[src/hdl/assert_macros.svh]
// assertion macros used by the decoder sequencer rtl
`ifndef ASSERT_MACROS_SVH
`define ASSERT_MACROS_SVH

`ifndef SYNTH
`define DZ_ASSERT(lbl, prop) \
    lbl: assert property (@(posedge i_clk) disable iff (!i_rst_n) prop) \
        else $error("dzvr assertion failed");
`define DZ_ASSERT_NEXT(lbl, cond, nxt) \
    lbl: assert property (@(posedge i_clk) disable iff (!i_rst_n) (cond) |=> (nxt)) \
        else $error("dzvr assertion failed");
`else
`define DZ_ASSERT(lbl, prop)
`define DZ_ASSERT_NEXT(lbl, cond, nxt)
`endif

`endif

[src/hdl/dzvr_pkg.sv]
// shared types and constants of the varint record decoder
`timescale 1ns / 1ps

package dzvr_pkg;

    localparam int ACTIONS = 8;

    typedef struct packed {
        logic [7:0] in_byte;
        logic       end_of_buffer;
    } t_in_beat;

    typedef struct packed {
        logic [1:0]  field_kind;
        logic [5:0]  action_index;
        logic [63:0] value;
        logic        record_last;
        logic        truncated;
        logic        stream_done;
    } t_out_beat;

    // one finished varint handed from the byte gatherer to the sequencer
    typedef struct packed {
        logic [63:0] value;
        logic        truncated;
        logic        last_byte;
    } t_varint;

    function automatic logic [63:0] unzigzag(input logic [63:0] e);
        return (e >> 1) ^ {64{e[0]}};
    endfunction

endpackage

[src/hdl/dzvr_gather.sv]
// front end: gathers 7-bit groups of each varint, one byte per cycle while the queue is not full
`timescale 1ns / 1ps

module dzvr_gather (
    input  logic               i_clk,
    input  logic               i_rst_n,
    input  logic               i_in_valid,
    input  dzvr_pkg::t_in_beat i_in_data,
    input  logic               i_full,
    output logic               o_push,
    output dzvr_pkg::t_varint  o_push_data
);
    import dzvr_pkg::*;

    // first group index whose payload bits fall wholly beyond bit 63
    localparam logic [3:0] GRP_STOP = 4'd10;

    logic [63:0] r_acc, n_acc;
    logic [3:0]  r_grp, n_grp;
    logic [6:0]  w_shamt;
    logic [63:0] w_shifted;
    logic [63:0] w_merged;
    logic        w_accept;
    logic        w_ends;

    assign w_accept  = i_in_valid && !i_full;
    assign w_shamt   = 7'(r_grp) * 7'd7;
    assign w_shifted = (r_grp < GRP_STOP) ? ({57'd0, i_in_data.in_byte[6:0]} << w_shamt)
                                          : 64'd0;
    assign w_merged  = r_acc | w_shifted;
    assign w_ends    = !i_in_data.in_byte[7] || i_in_data.end_of_buffer;

    assign o_push                = w_accept && w_ends;
    assign o_push_data.value     = w_merged;
    assign o_push_data.truncated = i_in_data.in_byte[7];
    assign o_push_data.last_byte = i_in_data.end_of_buffer;

    always_comb begin
        n_acc = r_acc;
        n_grp = r_grp;
        if (w_accept) begin
            if (w_ends) begin
                n_acc = 64'd0;
                n_grp = 4'd0;
            end else begin
                n_acc = w_merged;
                if (r_grp < GRP_STOP) begin
                    n_grp = r_grp + 4'd1;
                end
            end
        end
    end

    always_ff @(posedge i_clk) begin
        if (!i_rst_n) begin
            r_acc <= 64'd0;
            r_grp <= 4'd0;
        end else begin
            r_acc <= n_acc;
            r_grp <= n_grp;
        end
    end

endmodule

[src/hdl/dzvr_fifo.sv]
// two-entry queue of finished varints between gatherer and sequencer
`timescale 1ns / 1ps

module dzvr_fifo (
    input  logic              i_clk,
    input  logic              i_rst_n,
    input  logic              i_push,
    input  dzvr_pkg::t_varint i_push_data,
    input  logic              i_pop,
    output logic              o_full,
    output logic              o_valid,
    output dzvr_pkg::t_varint o_data
);
    import dzvr_pkg::*;

    t_varint    r_mem [2];
    logic       r_wr_ptr, n_wr_ptr;
    logic       r_rd_ptr, n_rd_ptr;
    logic [1:0] r_count, n_count;

    assign o_full  = (r_count == 2'd2);
    assign o_valid = (r_count != 2'd0);
    assign o_data  = r_mem[r_rd_ptr];

    always_comb begin
        n_wr_ptr = i_push ? !r_wr_ptr : r_wr_ptr;
        n_rd_ptr = i_pop ? !r_rd_ptr : r_rd_ptr;
        n_count  = r_count + 2'(i_push) - 2'(i_pop);
    end

    always_ff @(posedge i_clk) begin
        if (i_push) begin
            r_mem[r_wr_ptr] <= i_push_data;
        end
    end

    always_ff @(posedge i_clk) begin
        if (!i_rst_n) begin
            r_wr_ptr <= 1'b0;
            r_rd_ptr <= 1'b0;
            r_count  <= 2'd0;
        end else begin
            r_wr_ptr <= n_wr_ptr;
            r_rd_ptr <= n_rd_ptr;
            r_count  <= n_count;
        end
    end

endmodule

[src/hdl/dzvr_seq.sv]
// back end: record sequencer, delta keys, zigzag values and output register
`timescale 1ns / 1ps
`include "assert_macros.svh"

module dzvr_seq (
    input  logic                i_clk,
    input  logic                i_rst_n,
    input  logic                i_valid,
    input  dzvr_pkg::t_varint   i_data,
    output logic                o_pop,
    output logic                o_out_valid,
    output dzvr_pkg::t_out_beat o_out_data,
    input  logic                i_out_stall
);
    import dzvr_pkg::*;

    localparam logic [2:0] PH_COUNT    = 3'd0;
    localparam logic [2:0] PH_KEY      = 3'd1;
    localparam logic [2:0] PH_REGRET   = 3'd2;
    localparam logic [2:0] PH_STRATEGY = 3'd3;
    localparam logic [2:0] PH_DONE     = 3'd4;

    localparam logic [1:0] KIND_COUNT    = 2'd0;
    localparam logic [1:0] KIND_KEY      = 2'd1;
    localparam logic [1:0] KIND_REGRET   = 2'd2;
    localparam logic [1:0] KIND_STRATEGY = 2'd3;

    localparam logic [5:0] LAST_POS = 6'(ACTIONS - 1);

    logic [2:0]  r_phase, n_phase;
    logic [5:0]  r_pos, n_pos;
    logic [63:0] r_left, n_left;
    logic [63:0] r_prev_key, n_prev_key;
    t_out_beat   r_out, n_out;
    logic        r_out_valid, n_out_valid;
    logic        w_can_load;
    logic        w_active;
    logic [63:0] w_key_sum;

    assign w_can_load  = !r_out_valid || !i_out_stall;
    assign o_pop       = i_valid && w_can_load;
    // phase codes above the strategy phase all behave as done
    assign w_active    = o_pop && (r_phase < PH_DONE);
    assign w_key_sum   = r_prev_key + i_data.value;
    assign o_out_valid = r_out_valid;
    assign o_out_data  = r_out;

    always_comb begin
        n_phase    = r_phase;
        n_pos      = r_pos;
        n_left     = r_left;
        n_prev_key = r_prev_key;
        n_out      = r_out;

        n_out_valid = w_can_load ? w_active : r_out_valid;

        if (w_active) begin
            n_out.field_kind   = KIND_COUNT;
            n_out.action_index = 6'd0;
            n_out.value        = i_data.value;
            n_out.record_last  = 1'b0;
            n_out.truncated    = i_data.truncated;
            n_out.stream_done  = 1'b0;

            unique case (r_phase)
                PH_COUNT: begin
                    n_left = i_data.value;
                    if (i_data.value == 64'd0) begin
                        n_out.stream_done = 1'b1;
                    end else begin
                        n_phase = PH_KEY;
                    end
                end
                PH_KEY: begin
                    n_out.field_kind = KIND_KEY;
                    n_out.value      = w_key_sum;
                    n_prev_key       = w_key_sum;
                    n_pos            = 6'd0;
                    n_phase          = PH_REGRET;
                end
                PH_REGRET: begin
                    n_out.field_kind   = KIND_REGRET;
                    n_out.action_index = r_pos;
                    n_out.value        = unzigzag(i_data.value);
                    if (r_pos >= LAST_POS) begin
                        n_pos   = 6'd0;
                        n_phase = PH_STRATEGY;
                    end else begin
                        n_pos = r_pos + 6'd1;
                    end
                end
                default: begin
                    n_out.field_kind   = KIND_STRATEGY;
                    n_out.action_index = r_pos;
                    n_out.value        = unzigzag(i_data.value);
                    if (r_pos >= LAST_POS) begin
                        n_pos             = 6'd0;
                        n_out.record_last = 1'b1;
                        n_left            = r_left - 64'd1;
                        if (r_left == 64'd1) begin
                            n_out.stream_done = 1'b1;
                        end else begin
                            n_phase = PH_KEY;
                        end
                    end else begin
                        n_pos = r_pos + 6'd1;
                    end
                end
            endcase

            // buffer end closes the value, the record and the stream
            if (i_data.last_byte) begin
                n_out.stream_done = 1'b1;
                if (r_phase != PH_COUNT) begin
                    n_out.record_last = 1'b1;
                end
            end
            if (n_out.stream_done) begin
                n_phase = PH_DONE;
            end
        end
    end

    always_ff @(posedge i_clk) begin
        r_out <= n_out;
    end

    always_ff @(posedge i_clk) begin
        if (!i_rst_n) begin
            r_phase     <= PH_COUNT;
            r_pos       <= 6'd0;
            r_left      <= 64'd0;
            r_prev_key  <= 64'd0;
            r_out_valid <= 1'b0;
        end else begin
            r_phase     <= n_phase;
            r_pos       <= n_pos;
            r_left      <= n_left;
            r_prev_key  <= n_prev_key;
            r_out_valid <= n_out_valid;
        end
    end

    `DZ_ASSERT(a_pos_range, r_pos <= LAST_POS)
    `DZ_ASSERT(a_count_plain, r_out_valid && r_out.field_kind == KIND_COUNT |-> !r_out.record_last && r_out.action_index == 6'd0)
    `DZ_ASSERT(a_done_parks, r_out_valid && r_out.stream_done |-> r_phase == PH_DONE)
    `DZ_ASSERT_NEXT(a_done_sticky, r_phase == PH_DONE, r_phase == PH_DONE)

endmodule

[src/hdl/delta_zigzag_varint_record_decoder.sv]
// each value's beat is registered in the varint queue, then in the output register, after its final byte is accepted
// throughput: one byte per cycle while the varint queue is not full, set by the byte gatherer
// a two-entry varint queue lets the gatherer keep taking bytes while output stalls
// reset is synchronous, active low: decoder returns to reading the record count
// with key history, record count and partial varint cleared
`timescale 1ns / 1ps

module delta_zigzag_varint_record_decoder (
    input  logic                i_clk,
    input  logic                i_rst_n,
    input  logic                i_in_valid,
    output logic                o_in_stall,
    input  dzvr_pkg::t_in_beat  i_in_data,
    output logic                o_out_valid,
    input  logic                i_out_stall,
    output dzvr_pkg::t_out_beat o_out_data
);
    import dzvr_pkg::*;

    logic    w_push;
    t_varint w_push_data;
    logic    w_full;
    logic    w_q_valid;
    t_varint w_q_data;
    logic    w_pop;

    assign o_in_stall = w_full;

    dzvr_gather u_gather (
        .i_clk       (i_clk),
        .i_rst_n     (i_rst_n),
        .i_in_valid  (i_in_valid),
        .i_in_data   (i_in_data),
        .i_full      (w_full),
        .o_push      (w_push),
        .o_push_data (w_push_data)
    );

    dzvr_fifo u_fifo (
        .i_clk       (i_clk),
        .i_rst_n     (i_rst_n),
        .i_push      (w_push),
        .i_push_data (w_push_data),
        .i_pop       (w_pop),
        .o_full      (w_full),
        .o_valid     (w_q_valid),
        .o_data      (w_q_data)
    );

    dzvr_seq u_seq (
        .i_clk       (i_clk),
        .i_rst_n     (i_rst_n),
        .i_valid     (w_q_valid),
        .i_data      (w_q_data),
        .o_pop       (w_pop),
        .o_out_valid (o_out_valid),
        .o_out_data  (o_out_data),
        .i_out_stall (i_out_stall)
    );

endmodule

[config.mk]
export PLATFORM = sky130hd
export DESIGN_NAME = delta_zigzag_varint_record_decoder
export DESIGN_NICKNAME = d
export VERILOG_FILES = /design/src/hdl/dzvr_pkg.sv /design/src/hdl/dzvr_gather.sv /design/src/hdl/dzvr_fifo.sv /design/src/hdl/dzvr_seq.sv /design/src/hdl/delta_zigzag_varint_record_decoder.sv
export VERILOG_INCLUDE_DIRS = /design/src /design/src/hdl
export SDC_FILE = /design/constraint.sdc
export NUM_CORES = 1
export LEC_CHECK = 0
export CAP_MARGIN = 15
export CORE_MARGIN = 2
export CORE_UTILIZATION = 35
export CTS_CLUSTER_DIAMETER = 120
export DETAILED_ROUTE_END_ITERATION = 16
export DONT_BUFFER_PORTS = 1
export GPL_TIMING_DRIVEN = 0
export SLEW_MARGIN = 30
export SYNTH_ARGS = -nofsm -noshare
export SYNTH_HDL_FRONTEND = slang
export SYNTH_SLANG_ARGS = --single-unit
[constraint.sdc]
create_clock -name i_clk -period 7.1 [get_ports i_clk]
set_clock_uncertainty 0.15 [all_clocks]
set_input_delay 0.355 -clock i_clk [delete_from_list [all_inputs] [get_ports i_clk]]
set_output_delay 0.355 -clock i_clk [all_outputs]
set_load 0.01 [all_outputs]
==> results.sh, run 1 <==
export IMPL_status="complete, no violations"
export IMPL_first_pass_iters=6
export IMPL_worstPathArrival_ns=7.06
export IMPL_ys_seq_area_share_pct=46.3
export IMPL_final_cell_mix="221 x nor2_1, 218 x a21oi_1, 211 x dfxtp_1"
export IMPL_area_growth_pct=14.2
export IMPL_dr_first_iter_drc_count=2656
export IMPL_postSynthCellCount=2381
export IMPL_grt_pass1_vias=19200
export IMPL_tightest_slew_ns=1.05
export IMPL_power_frac_clock_pct=23.0
export IMPL_grtUsageTotal_pct=27.3
export IMPL_postPlaceCellArea_um2=23900
export IMPL_synth_area_leaders="edfxtp_1 28%, dfxtp_1 19%, a21oi_1 4.8%"
export IMPL_worstSetupPathType="reg -> reg"
export IMPL_hold_viol=0
export IMPL_power_density_nw_per_um2=476
export IMPL_drt_total_wl_mm=93.6
export IMPL_fp_dieH_um=258
export IMPL_synth_top_cell_area_share_pct=27.6
export IMPL_path_clk_slew_ns=0.06
export IMPL_synth_fp_nets=2465
export IMPL_rsz0062_at_grt="no"
export IMPL_netlist_area_um2=22500
export IMPL_drv_slew=0
export IMPL_peakVddDrop_mv=0.214
export IMPL_yosys_warnings=0
export IMPL_final_common_cell="nor2_1"
export IMPL_cp_max_fo=10
export IMPL_numCtsBuffers=48
export IMPL_fillers=6276
export IMPL_cpLargestDelayFamily="compound AO/OA/AOI/OAI gates"
export IMPL_finalPower_uw=12300
export IMPL_p_switching_uw=5770
export IMPL_grt_overflow=0
export IMPL_period_needed_ns=6.86
export IMPL_dieArea_um2=66500
export IMPL_synthFlopType="dfxtp_1"
export IMPL_design_core_area_um2=64100
export IMPL_initial_core_util_pct=35.2
export IMPL_pwr_share_seq_pct=30.1
export IMPL_p_leak_uw=0.00950
export IMPL_die_w_um=258
export IMPL_cp_common_cell="nand4_1"
export IMPL_wl_per_cell_um=28.1
export IMPL_synth_area_leader_cell="edfxtp_1"
export IMPL_critPathRequiredTime_ns=7.30
export IMPL_ant_nets=0
export IMPL_grt_max_degree=56
export IMPL_hp_class="in -> reg"
export IMPL_p_int_uw=6500
export IMPL_cp_start_kind="flip-flop"
export IMPL_io_pins=90
export IMPL_cts_tree="done"
export IMPL_regArea_um2=10400
export IMPL_p_sw_share_pct=47.0
export IMPL_multi_input_area_um2=11300
export IMPL_io_buffer_count=0
export IMPL_synth_seq_cells=418
export IMPL_numClockSinks=418
export IMPL_async_reset_ff_share_pct=0
export IMPL_slowest_delay_ns=0.53
export IMPL_dp_hpwl_mm=70.2
export IMPL_max_cap_violations=0
export IMPL_synth_edff_count=207
export IMPL_timing_critical_path_buf_inv=5
export IMPL_critical_path_slowest_cell="fa_1"
export IMPL_fin_crit_sh_pct=96.6
export IMPL_route_detailed_drc=0
export IMPL_antenna_found_initial=0
export IMPL_clock_path_buffers=3
export IMPL_crit_chain="clkbuf_1, clkbuf_2, buf_2, clkbuf_4, mux2i_2, inv_1, fa_1, a211oi_1, o21ai_1, nand4_1, nand4_1, a31o_1, a221o_2, a211oi_4, o41ai_2, xnor2_1, a221oi_1"
export IMPL_stdcell_area_um2=25800
export IMPL_syn_avg_cell_area_um2=9.47
export IMPL_gp_congestion=0.983
export IMPL_relSlewSlack_pct=28.1
export IMPL_p_comb_share_pct=46.9
export IMPL_clock_latency_ns=0.62
export IMPL_dr_total_vias=20400
export IMPL_setup_viol=0
export IMPL_layout_drive_gt1_share_pct=9.63
export IMPL_htreeDepth=2
export IMPL_routed_via_density=6.12
export IMPL_fmax_mhz=146
export IMPL_synthDistinctLibCells=91
export IMPL_grt_pass1_wl_mm=134
export IMPL_final_core_util_pct=40.2
export IMPL_clock_root_buffer="clkbuf_16"
export IMPL_worst_setup_path_end_kind="flip-flop"
export IMPL_nets=2525
export IMPL_rows=93
[state kept, by name, summed over array words and instances, names as in the netlist, named ones only]
register,flops
u_gather.r_acc,64
u_fifo.r_wr_ptr,1
u_fifo.r_mem,132
u_seq.o_out_data,75
u_fifo.r_count,2
u_seq.r_pos,6
u_fifo.r_rd_ptr,1
u_seq.r_phase,3
u_seq.r_prev_key,64
u_seq.o_out_valid,1
u_gather.r_grp,4
u_seq.r_left,64
[timing repair]
action,CTS,global route
endpoints found under the setup margin,40,11
resized for setup,4,10
hold buffers,3,0
hold endpoints to repair,5,0
setup buffers,0,0
[layer usage]
metal / routed length (um) / share of wire, % / global-route usage (%)
met2: 41300 / 44 / 42.4
met1: 39400 / 42 / 36.5
met4: 5290 / 5.6 / 14.1
met5: 0 / 0 / 0
met3: 7680 / 8.2 / 4.76
[path summary, 6_finish.rpt]
check,slack [ns],depth (start not counted),startpoint,end
max,0.24,17,flip-flop,u_seq.o_out_data[65]
min,0.07,4,i_in_data[8],u_gather.r_grp[1]
max reg2reg,0.24,17,flip-flop,u_seq.o_out_data[65]
min reg2reg,0.31,2,u_seq.r_prev_key[48],u_seq.r_prev_key[48]
[power by group through the flow]
stage	clock, uW	sequential, uW	combinational (uW)
final	2820	3690	5750
after CTS	2850	3690	5550
after global routing	2940	3750	6040
after detailed placement	0	3740	5530
after global placement	0	3750	5430
after floorplan	0	3630	3380
[Yosys cell counts (9+ instances only)]
library cell  number
o21bai_1          10
and2_1            17
o2111a_1          57
a31o_2            56
dfxtp_1          211
ha_1              70
a22oi_1           24
a21o_1            39
nand4_1           36
or3_1             17
a31oi_1           23
xor2_1            43
buf_1             17
nand2b_1           9
edfxtp_1         207
o211ai_1          10
nor4_1            36
xnor2_1           79
nand2_1          197
nor2b_1           12
mux2i_1           59
a211oi_1          35
a21oi_1          218
mux2_2            14
o21ai_0          152
inv_1             78
nor2_1           223
nor3_1            53
o21a_1            14
clkbuf_1         140
o22ai_1           19
nand3_1           52
[cells by family (layout without fill, tap and decap cells)]
| group | count (synthesis) | in the layout | share of synthesized area, % |
|---|---|---|---|
| muxes | 73 | 73 | 3.32 |
| DFF | 418 | 418 | 46.3 |
| AOI/OAI and AO/OA | 743 | 743 | 22.3 |
| xor gates and xnor gates | 122 | 122 | 4.74 |
| other | 0 | 1 | 0 |
| and+or+nand+nor | 707 | 707 | 15.1 |
| buffers and inverters | 246 | 346 | 4.21 |
| adders and majority gates | 72 | 72 | 4.02 |
[cell type report]
class,instances,area share [%]
plain buffers,166,2.58
clock inverters,32,2.00
inverters,79,1.17
multi-input cells,1717,43.9
well taps,855,4.15
clock buffers,58,4.93
flip-flops and latches,418,40.5
diodes,1,0.00972
repair buffers,11,0.739
[tightest hold or removal path: cells and delay by family]
family,cells,cell delay [ns]
AOI/OAI and AO/OA,1,0.07
and+or+nand+nor,3,0.36
[metrics by stage]
stage	std cells	setup WS, ns	hold WS (ns)	TNS (ns)
after global routing	3336	0.0632	0.119	0
after global placement	3236	-0.891	0.292	-14.99
after CTS	3335	0.0147	0.0494	0
after floorplan	2381	1.64	0.278	0
final	3337	0.244	0.0672	0
after detailed placement	3243	-0.950	0.302	-13.93
No activity file was read; power rests on OpenSTA's default activity.
==> run 2, diff against run 1 <==
==> constraint.sdc (replaced) <==
create_clock -name i_clk -period 7.1 [get_ports i_clk]
set_clock_uncertainty 0.15 [all_clocks]
set_input_delay 0.355 -clock i_clk [delete_from_list [all_inputs] [get_ports i_clk]]
set_output_delay 0.355 -clock i_clk [all_outputs]
set_load 0.05 [all_outputs]
==> run 2 against run 1 <==
Net effect: clock power about the same; sequential cell count unchanged; power increased by 5.4%; worst hold slack improved by 0.0043 ns; global-route usage about the same; maximum frequency about the same; via count decreased by 0.40%; count of clock-buffer cells in the layout unchanged; critical endpoint unchanged; first-iteration DRC count decreased by 3.4%.
==> results.sh, run 2 (same netlist as run 1, synthesis figures left out) <==
export IMPL_setup_viol=0
export IMPL_largest_reg_flops=132
export IMPL_clock_path_buffers=3
export IMPL_holdWs_ns=0.0715
export IMPL_postPlaceCellArea_um2=23900
export IMPL_p_leak_uw=0.00950
export IMPL_stdcell_area_um2=25800
export IMPL_p_int_uw=6510
export IMPL_initial_core_util_pct=35.2
export IMPL_drt_total_wl_mm=93.6
export IMPL_clock_root_buffer="clkbuf_16"
export IMPL_power_frac_clock_pct=21.8
export IMPL_rsz0062_at_grt="no"
export IMPL_dp_hpwl_mm=70.2
export IMPL_placed_cells=3243
export IMPL_critical_path_slowest_cell="fa_1"
export IMPL_hp_class="in -> reg"
export IMPL_cp_max_fo=10
export IMPL_hp_start="i_in_data[8]"
export IMPL_p_sw_share_pct=49.7
export IMPL_antenna_found_initial=1
export IMPL_critPathRequiredTime_ns=7.30
export IMPL_grt_overflow=0
export IMPL_final_common_cell="nor2_1"
export IMPL_power_density_nw_per_um2=502
export IMPL_peakVddDrop_mv=0.247
export IMPL_layout_drive_gt1_share_pct=9.67
export IMPL_cts_setup_buffers=0
export IMPL_rows=93
export IMPL_worst_setup_path_end_kind="flip-flop"
export IMPL_numCtsBuffers=48
export IMPL_crit_chain="clkbuf_1, clkbuf_2, buf_2, clkbuf_4, mux2i_2, inv_1, fa_1, a211oi_1, o21ai_1, nand4_1, nand4_1, a31o_1, a221o_2, a211oi_4, o41ai_2, xnor2_1, a221oi_1"
export IMPL_gp_congestion=0.983
export IMPL_relSlewSlack_pct=26.1
export IMPL_wl_met2_mm=41.2
export IMPL_grt_pass1_vias=19200
export IMPL_dieArea_um2=66500
export IMPL_numClockSinks=418
export IMPL_slowest_delay_ns=0.54
export IMPL_routed_top_layer="met4"
export IMPL_finalNonFillerCells=3339
export IMPL_wl_met3_mm=7.69
export IMPL_finalPower_uw=12900
export IMPL_worstPathArrival_ns=7.06
export IMPL_clock_latency_ns=0.62
export IMPL_htreeDepth=2
export IMPL_fp_dieH_um=258
export IMPL_worstSetupPathType="reg -> reg"
export IMPL_p_comb_share_pct=44.5
export IMPL_fmax_mhz=146
export IMPL_status="complete, no violations"
export IMPL_tightest_slew_ns=1.08
export IMPL_area_growth_pct=14.3
export IMPL_max_cap_violations=0
export IMPL_grt_max_degree=56
export IMPL_io_buffer_count=0
export IMPL_final_cell_mix="221 x nor2_1, 218 x a21oi_1, 211 x dfxtp_1"
export IMPL_drv_slew=0
export IMPL_nets=2525
export IMPL_dr_total_vias=20400
export IMPL_grtUsageTotal_pct=27.3
export IMPL_route_detailed_drc=0
export IMPL_design_core_area_um2=64100
export IMPL_cp_start_kind="flip-flop"
export IMPL_fin_crit_sh_pct=96.6
export IMPL_grt_pass1_wl_mm=134
export IMPL_period_needed_ns=6.86
export IMPL_first_pass_iters=6
export IMPL_pwr_share_seq_pct=33.8
export IMPL_io_pins=90
export IMPL_ant_nets=0
export IMPL_dr_first_iter_drc_count=2565
export IMPL_wl_per_cell_um=28.0
export IMPL_wl_met1_mm=39.3
export IMPL_hold_viol=0
export IMPL_path_clk_slew_ns=0.06
export IMPL_die_w_um=258
export IMPL_largest_register="u_fifo.r_mem"
export IMPL_cp_common_cell="nand4_1"
export IMPL_routed_via_density=6.09
export IMPL_p_switching_uw=6430
export IMPL_cts_tree="done"
## run 2: changes by cell type in the layout (fill, tap and decap cells not counted)
cell,delta
diode_2,+2
nor2b_2,+1
nor2b_1,-1
## run 2: power groups by stage
stage	clock network [uW]	registers, uW	logic, uW
floorplan	0	4310	3380
global placement	0	4420	5430
detailed placement	0	4410	5530
CTS	2850	4370	5560
global route	2940	4420	6050
finish	2820	4370	5750
## run 2: routing by layer
metal / vias up / GRT usage [%]
met5: - / 0
met2: 1025 / 42.4
met1: 10100 / 36.5
met4: 0 / 14.1
li1: 9035 / -
met3: 236 / 4.87
## run 2: final cells by class
type / instances / area, um2
plain buffers: 166 / 663
clock buffers: 58 / 1270
repair buffers: 11 / 190
multi-input cells: 1717 / 11300
fillers: 6279 / 38400
inverters: 79 / 302
clock inverters: 32 / 514
flip-flops and latches: 418 / 10400
diodes: 3 / 7.51
well taps: 855 / 1070
## run 2: repair_timing
| item | 4_1_cts | 5_1_grt |
|---|---|---|
| endpoints found under the setup margin | 40 | 10 |
| resized for setup | 5 | 8 |
| hold buffers | 3 | 0 |
| hold endpoints to repair | 5 | 0 |
| gates cloned | 0 | 0 |
## run 2: worst paths after layout
check / cells after the start / slack, ns / end
setup reg to reg: 17 / 0.24 / u_seq.o_out_data[65]
setup / recovery: 17 / 0.24 / u_seq.o_out_data[65]
hold / removal: 4 / 0.07 / u_gather.r_grp[1]
hold reg to reg: 2 / 0.31 / u_seq.r_prev_key[48]
## run 2: worst max-delay path: cells and delay by family, from the launching register on
family	cells	cell delay, ns
compound gates	7	2.54
buf+inv	5	1.87
fa+ha+maj	1	0.54
simple gates	2	0.53
mux	1	0.46
flops	1	0.32
xor+xnor	1	0.17
## run 2: through the flow
step | worst slack [ns] | utilization, % | setup TNS [ns]
after floorplan | 1.64 | - | 0
after global placement | -0.891 | 36.8 | -14.99
after detailed placement | -0.973 | 37.3 | -14.58
after CTS | 0.0147 | 40.1 | 0
after global routing | 0.0633 | 40.2 | 0
final | 0.240 | 40.2 | 0
==> run 3, diff against run 2 <==
--- a/config.mk
+++ b/config.mk
@@ -7,12 +7,15 @@
 export NUM_CORES = 1
 export LEC_CHECK = 0
 export CAP_MARGIN = 15
+export CELL_PAD_IN_SITES_DETAIL_PLACEMENT = 1
+export CELL_PAD_IN_SITES_GLOBAL_PLACEMENT = 1
 export CORE_MARGIN = 2
 export CORE_UTILIZATION = 35
 export CTS_CLUSTER_DIAMETER = 120
 export DETAILED_ROUTE_END_ITERATION = 16
 export DONT_BUFFER_PORTS = 1
 export GPL_TIMING_DRIVEN = 0
+export PLACE_DENSITY_LB_ADDON = 0.1
 export SLEW_MARGIN = 30
 export SYNTH_ARGS = -nofsm -noshare
 export SYNTH_HDL_FRONTEND = slang
==> run 3 against run 2 <==
Net effect: worst setup slack gained 0.16 ns; sequential cell count unchanged; first-iteration DRC count fell by 34%; critical path depth is the same; largest cell class unchanged; non-clock buffer count increased by 1; maximum frequency is 2.3% higher; sequential power hardly changed.
==> results.sh, run 3 (same netlist as run 1, synthesis figures left out) <==
export IMPL_met3_usage_pct=3.73
export IMPL_dp_hpwl_mm=76.2
export IMPL_first_pass_iters=5
export IMPL_dr_total_vias=20000
export IMPL_whs_path_depth=4
export IMPL_gp_congestion=0.959
export IMPL_relSlewSlack_pct=26.6
export IMPL_critPathRequiredTime_ns=7.31
export IMPL_hold_end="u_gather.r_grp[1]"
export IMPL_grt_pass1_vias=20200
export IMPL_worstSetupPathType="reg -> reg"
export IMPL_dr_first_iter_drc_count=1702
export IMPL_rsz0062_at_grt="no"
export IMPL_status="complete, no violations"
export IMPL_ant_nets=0
export IMPL_fin_crit_sh_pct=94.4
export IMPL_stdcell_area_um2=25800
export IMPL_rows=93
export IMPL_largest_register="u_fifo.r_mem"
export IMPL_postPlaceCellArea_um2=24000
export IMPL_numCtsBuffers=50
export IMPL_cp_max_fo=10
export IMPL_top_usage_layer="met2"
export IMPL_final_cell_mix="221 x nor2_1, 218 x a21oi_1, 210 x dfxtp_1"
export IMPL_tightest_slew_ns=1.07
export IMPL_layout_drive_gt1_share_pct=10.1
export IMPL_grt_pass1_wl_mm=143
export IMPL_drv_slew=0
export IMPL_numClockSinks=418
export IMPL_design_core_area_um2=64100
export IMPL_htreeDepth=2
export IMPL_antennaDiodeCount=0
export IMPL_fp_dieH_um=258
export IMPL_area_growth_pct=14.3
export IMPL_routed_via_density=6.00
export IMPL_cts_setup_buffers=0
export IMPL_power_density_nw_per_um2=504
export IMPL_worst_setup_path_end_kind="flip-flop"
export IMPL_grt_use_met2_pct=47.4
export IMPL_peakVddDrop_mv=0.250
export IMPL_pre_cts_ws_ns=-0.701
export IMPL_grtUsageTotal_pct=29.4
export IMPL_max_cap_violations=0
export IMPL_clock_path_buffers=3
export IMPL_r2r_end="u_seq.o_out_data[59]"
export IMPL_holdWs_ns=0.148
export IMPL_period_needed_ns=6.70
export IMPL_drt_total_wl_mm=99.6
export IMPL_antenna_found_initial=2
export IMPL_wl_per_cell_um=29.8
export IMPL_hp_class="in -> reg"
export IMPL_fmax_mhz=149
export IMPL_worstPathArrival_ns=6.92
export IMPL_clock_latency_ns=0.63
export IMPL_initial_core_util_pct=35.2
export IMPL_clock_root_buffer="clkbuf_16"
export IMPL_route_detailed_drc=0
export IMPL_path_clk_slew_ns=0.06
export IMPL_hold_viol=0
export IMPL_largest_reg_flops=132
export IMPL_grt_use_met1_pct=39.1
export IMPL_dieArea_um2=66500
export IMPL_final_common_cell="nor2_1"
export IMPL_fin_tns_setup_ns=0
export IMPL_setup_ws_ns=0.397
export IMPL_cts_tree="done"
export IMPL_cp_start_kind="flip-flop"
export IMPL_io_pins=90
export IMPL_io_buffer_count=0
export IMPL_grt_overflow=0
export IMPL_r2r_cells=17
export IMPL_p_leak_uw=0.00954
export IMPL_die_w_um=258
export IMPL_rrSetupSlack_ns=0.40
export IMPL_grt_max_degree=67
export IMPL_nets=2528
export IMPL_hp_start="i_in_data[8]"
export IMPL_setup_viol=0
run 3: changes by cell type in the layout (fill, tap and decap cells not counted), moves of 5 or more:
cell	delta
buf_2	+5
clkbuf_1	-5
mux2i_1	-6
mux2i_2	+5
clkbuf_2	+5
clkinv_1	+6
run 3: metrics by stage:
step,instances,utilization (%),power [uW]
2_1_floorplan,2381,-,7690
3_3_place_gp,3236,36.8,9950
3_5_place_dp,3245,37.4,10100
4_1_cts,3341,40.2,12900
5_1_grt,3341,40.2,13500
6_report,3341,40.2,13000
run 3: timing repair:
item,4_1_cts,5_1_grt
hold endpoints to repair,5,0
gates resized for setup,3,8
pin swaps,0,0
setup endpoints to repair,39,16
hold buffers,3,0
run 3: worst max-delay path by stage:
| stage | startpoint | end | slack (ns) | cells past startpoint |
|---|---|---|---|---|
| 6_report | flip-flop | u_seq.o_out_data[59] | 0.40 | 17 |
| 3_5_place_dp | flip-flop | u_seq.o_out_data[63] | -0.70 | 18 |
| 3_3_place_gp | flip-flop | u_seq.o_out_data[63] | -0.90 | 18 |
| 5_1_grt | flip-flop | u_seq.o_out_data[59] | 0.09 | 17 |
| 4_1_cts | flip-flop | u_seq.o_out_data[63] | 0.004 | 17 |
| 2_1_floorplan | flip-flop | u_seq.o_out_data[57] | 1.64 | 18 |
run 3: metal layers:
| layer | part of all wire (%) | up-vias |
|---|---|---|
| met1 | 44 | 10100 |
| met2 | 46 | 700 |
| li1 | - | 9015 |
| met4 | 5.2 | 0 |
| met3 | 5.5 | 194 |
| met5 | 0 | - |
run 3: layout make-up:
| cell class | instances | area, um2 |
|---|---|---|
| Buffer | 166 | 668 |
| Clock inverter | 32 | 427 |
| Clock buffer | 62 | 1350 |
| Fill cell | 7260 | 38300 |
| Tap cell | 855 | 1070 |
| Multi-Input combinational cell | 1717 | 11300 |
| Inverter | 79 | 302 |
| Sequential cell | 418 | 10400 |
| Timing Repair Buffer | 12 | 191 |
run 3: worst max-delay path: stages (launching register included):
cell,delay [ns]
dfxtp_2,0.50
buf_2,0.40
mux2i_2,0.46
clkbuf_2,0.44
buf_2,0.47
inv_1,0.10
ha_1,0.26
fa_1,0.47
a211oi_1,0.37
o21ai_1,0.24
nand4_1,0.20
nand4_1,0.21
a31o_1,0.34
a221o_2,0.45
a21oi_2,0.33
o21ai_0,0.32
and4_1,0.31
nor3_1,0.41
run 3: power breakdown:
| group | total [uW] | internal (uW) | switching, uW |
|---|---|---|---|
| logic | 5840 | 1580 | 4260 |
| clock network | 2780 | 1650 | 1130 |
| registers | 4380 | 3240 | 1130 |
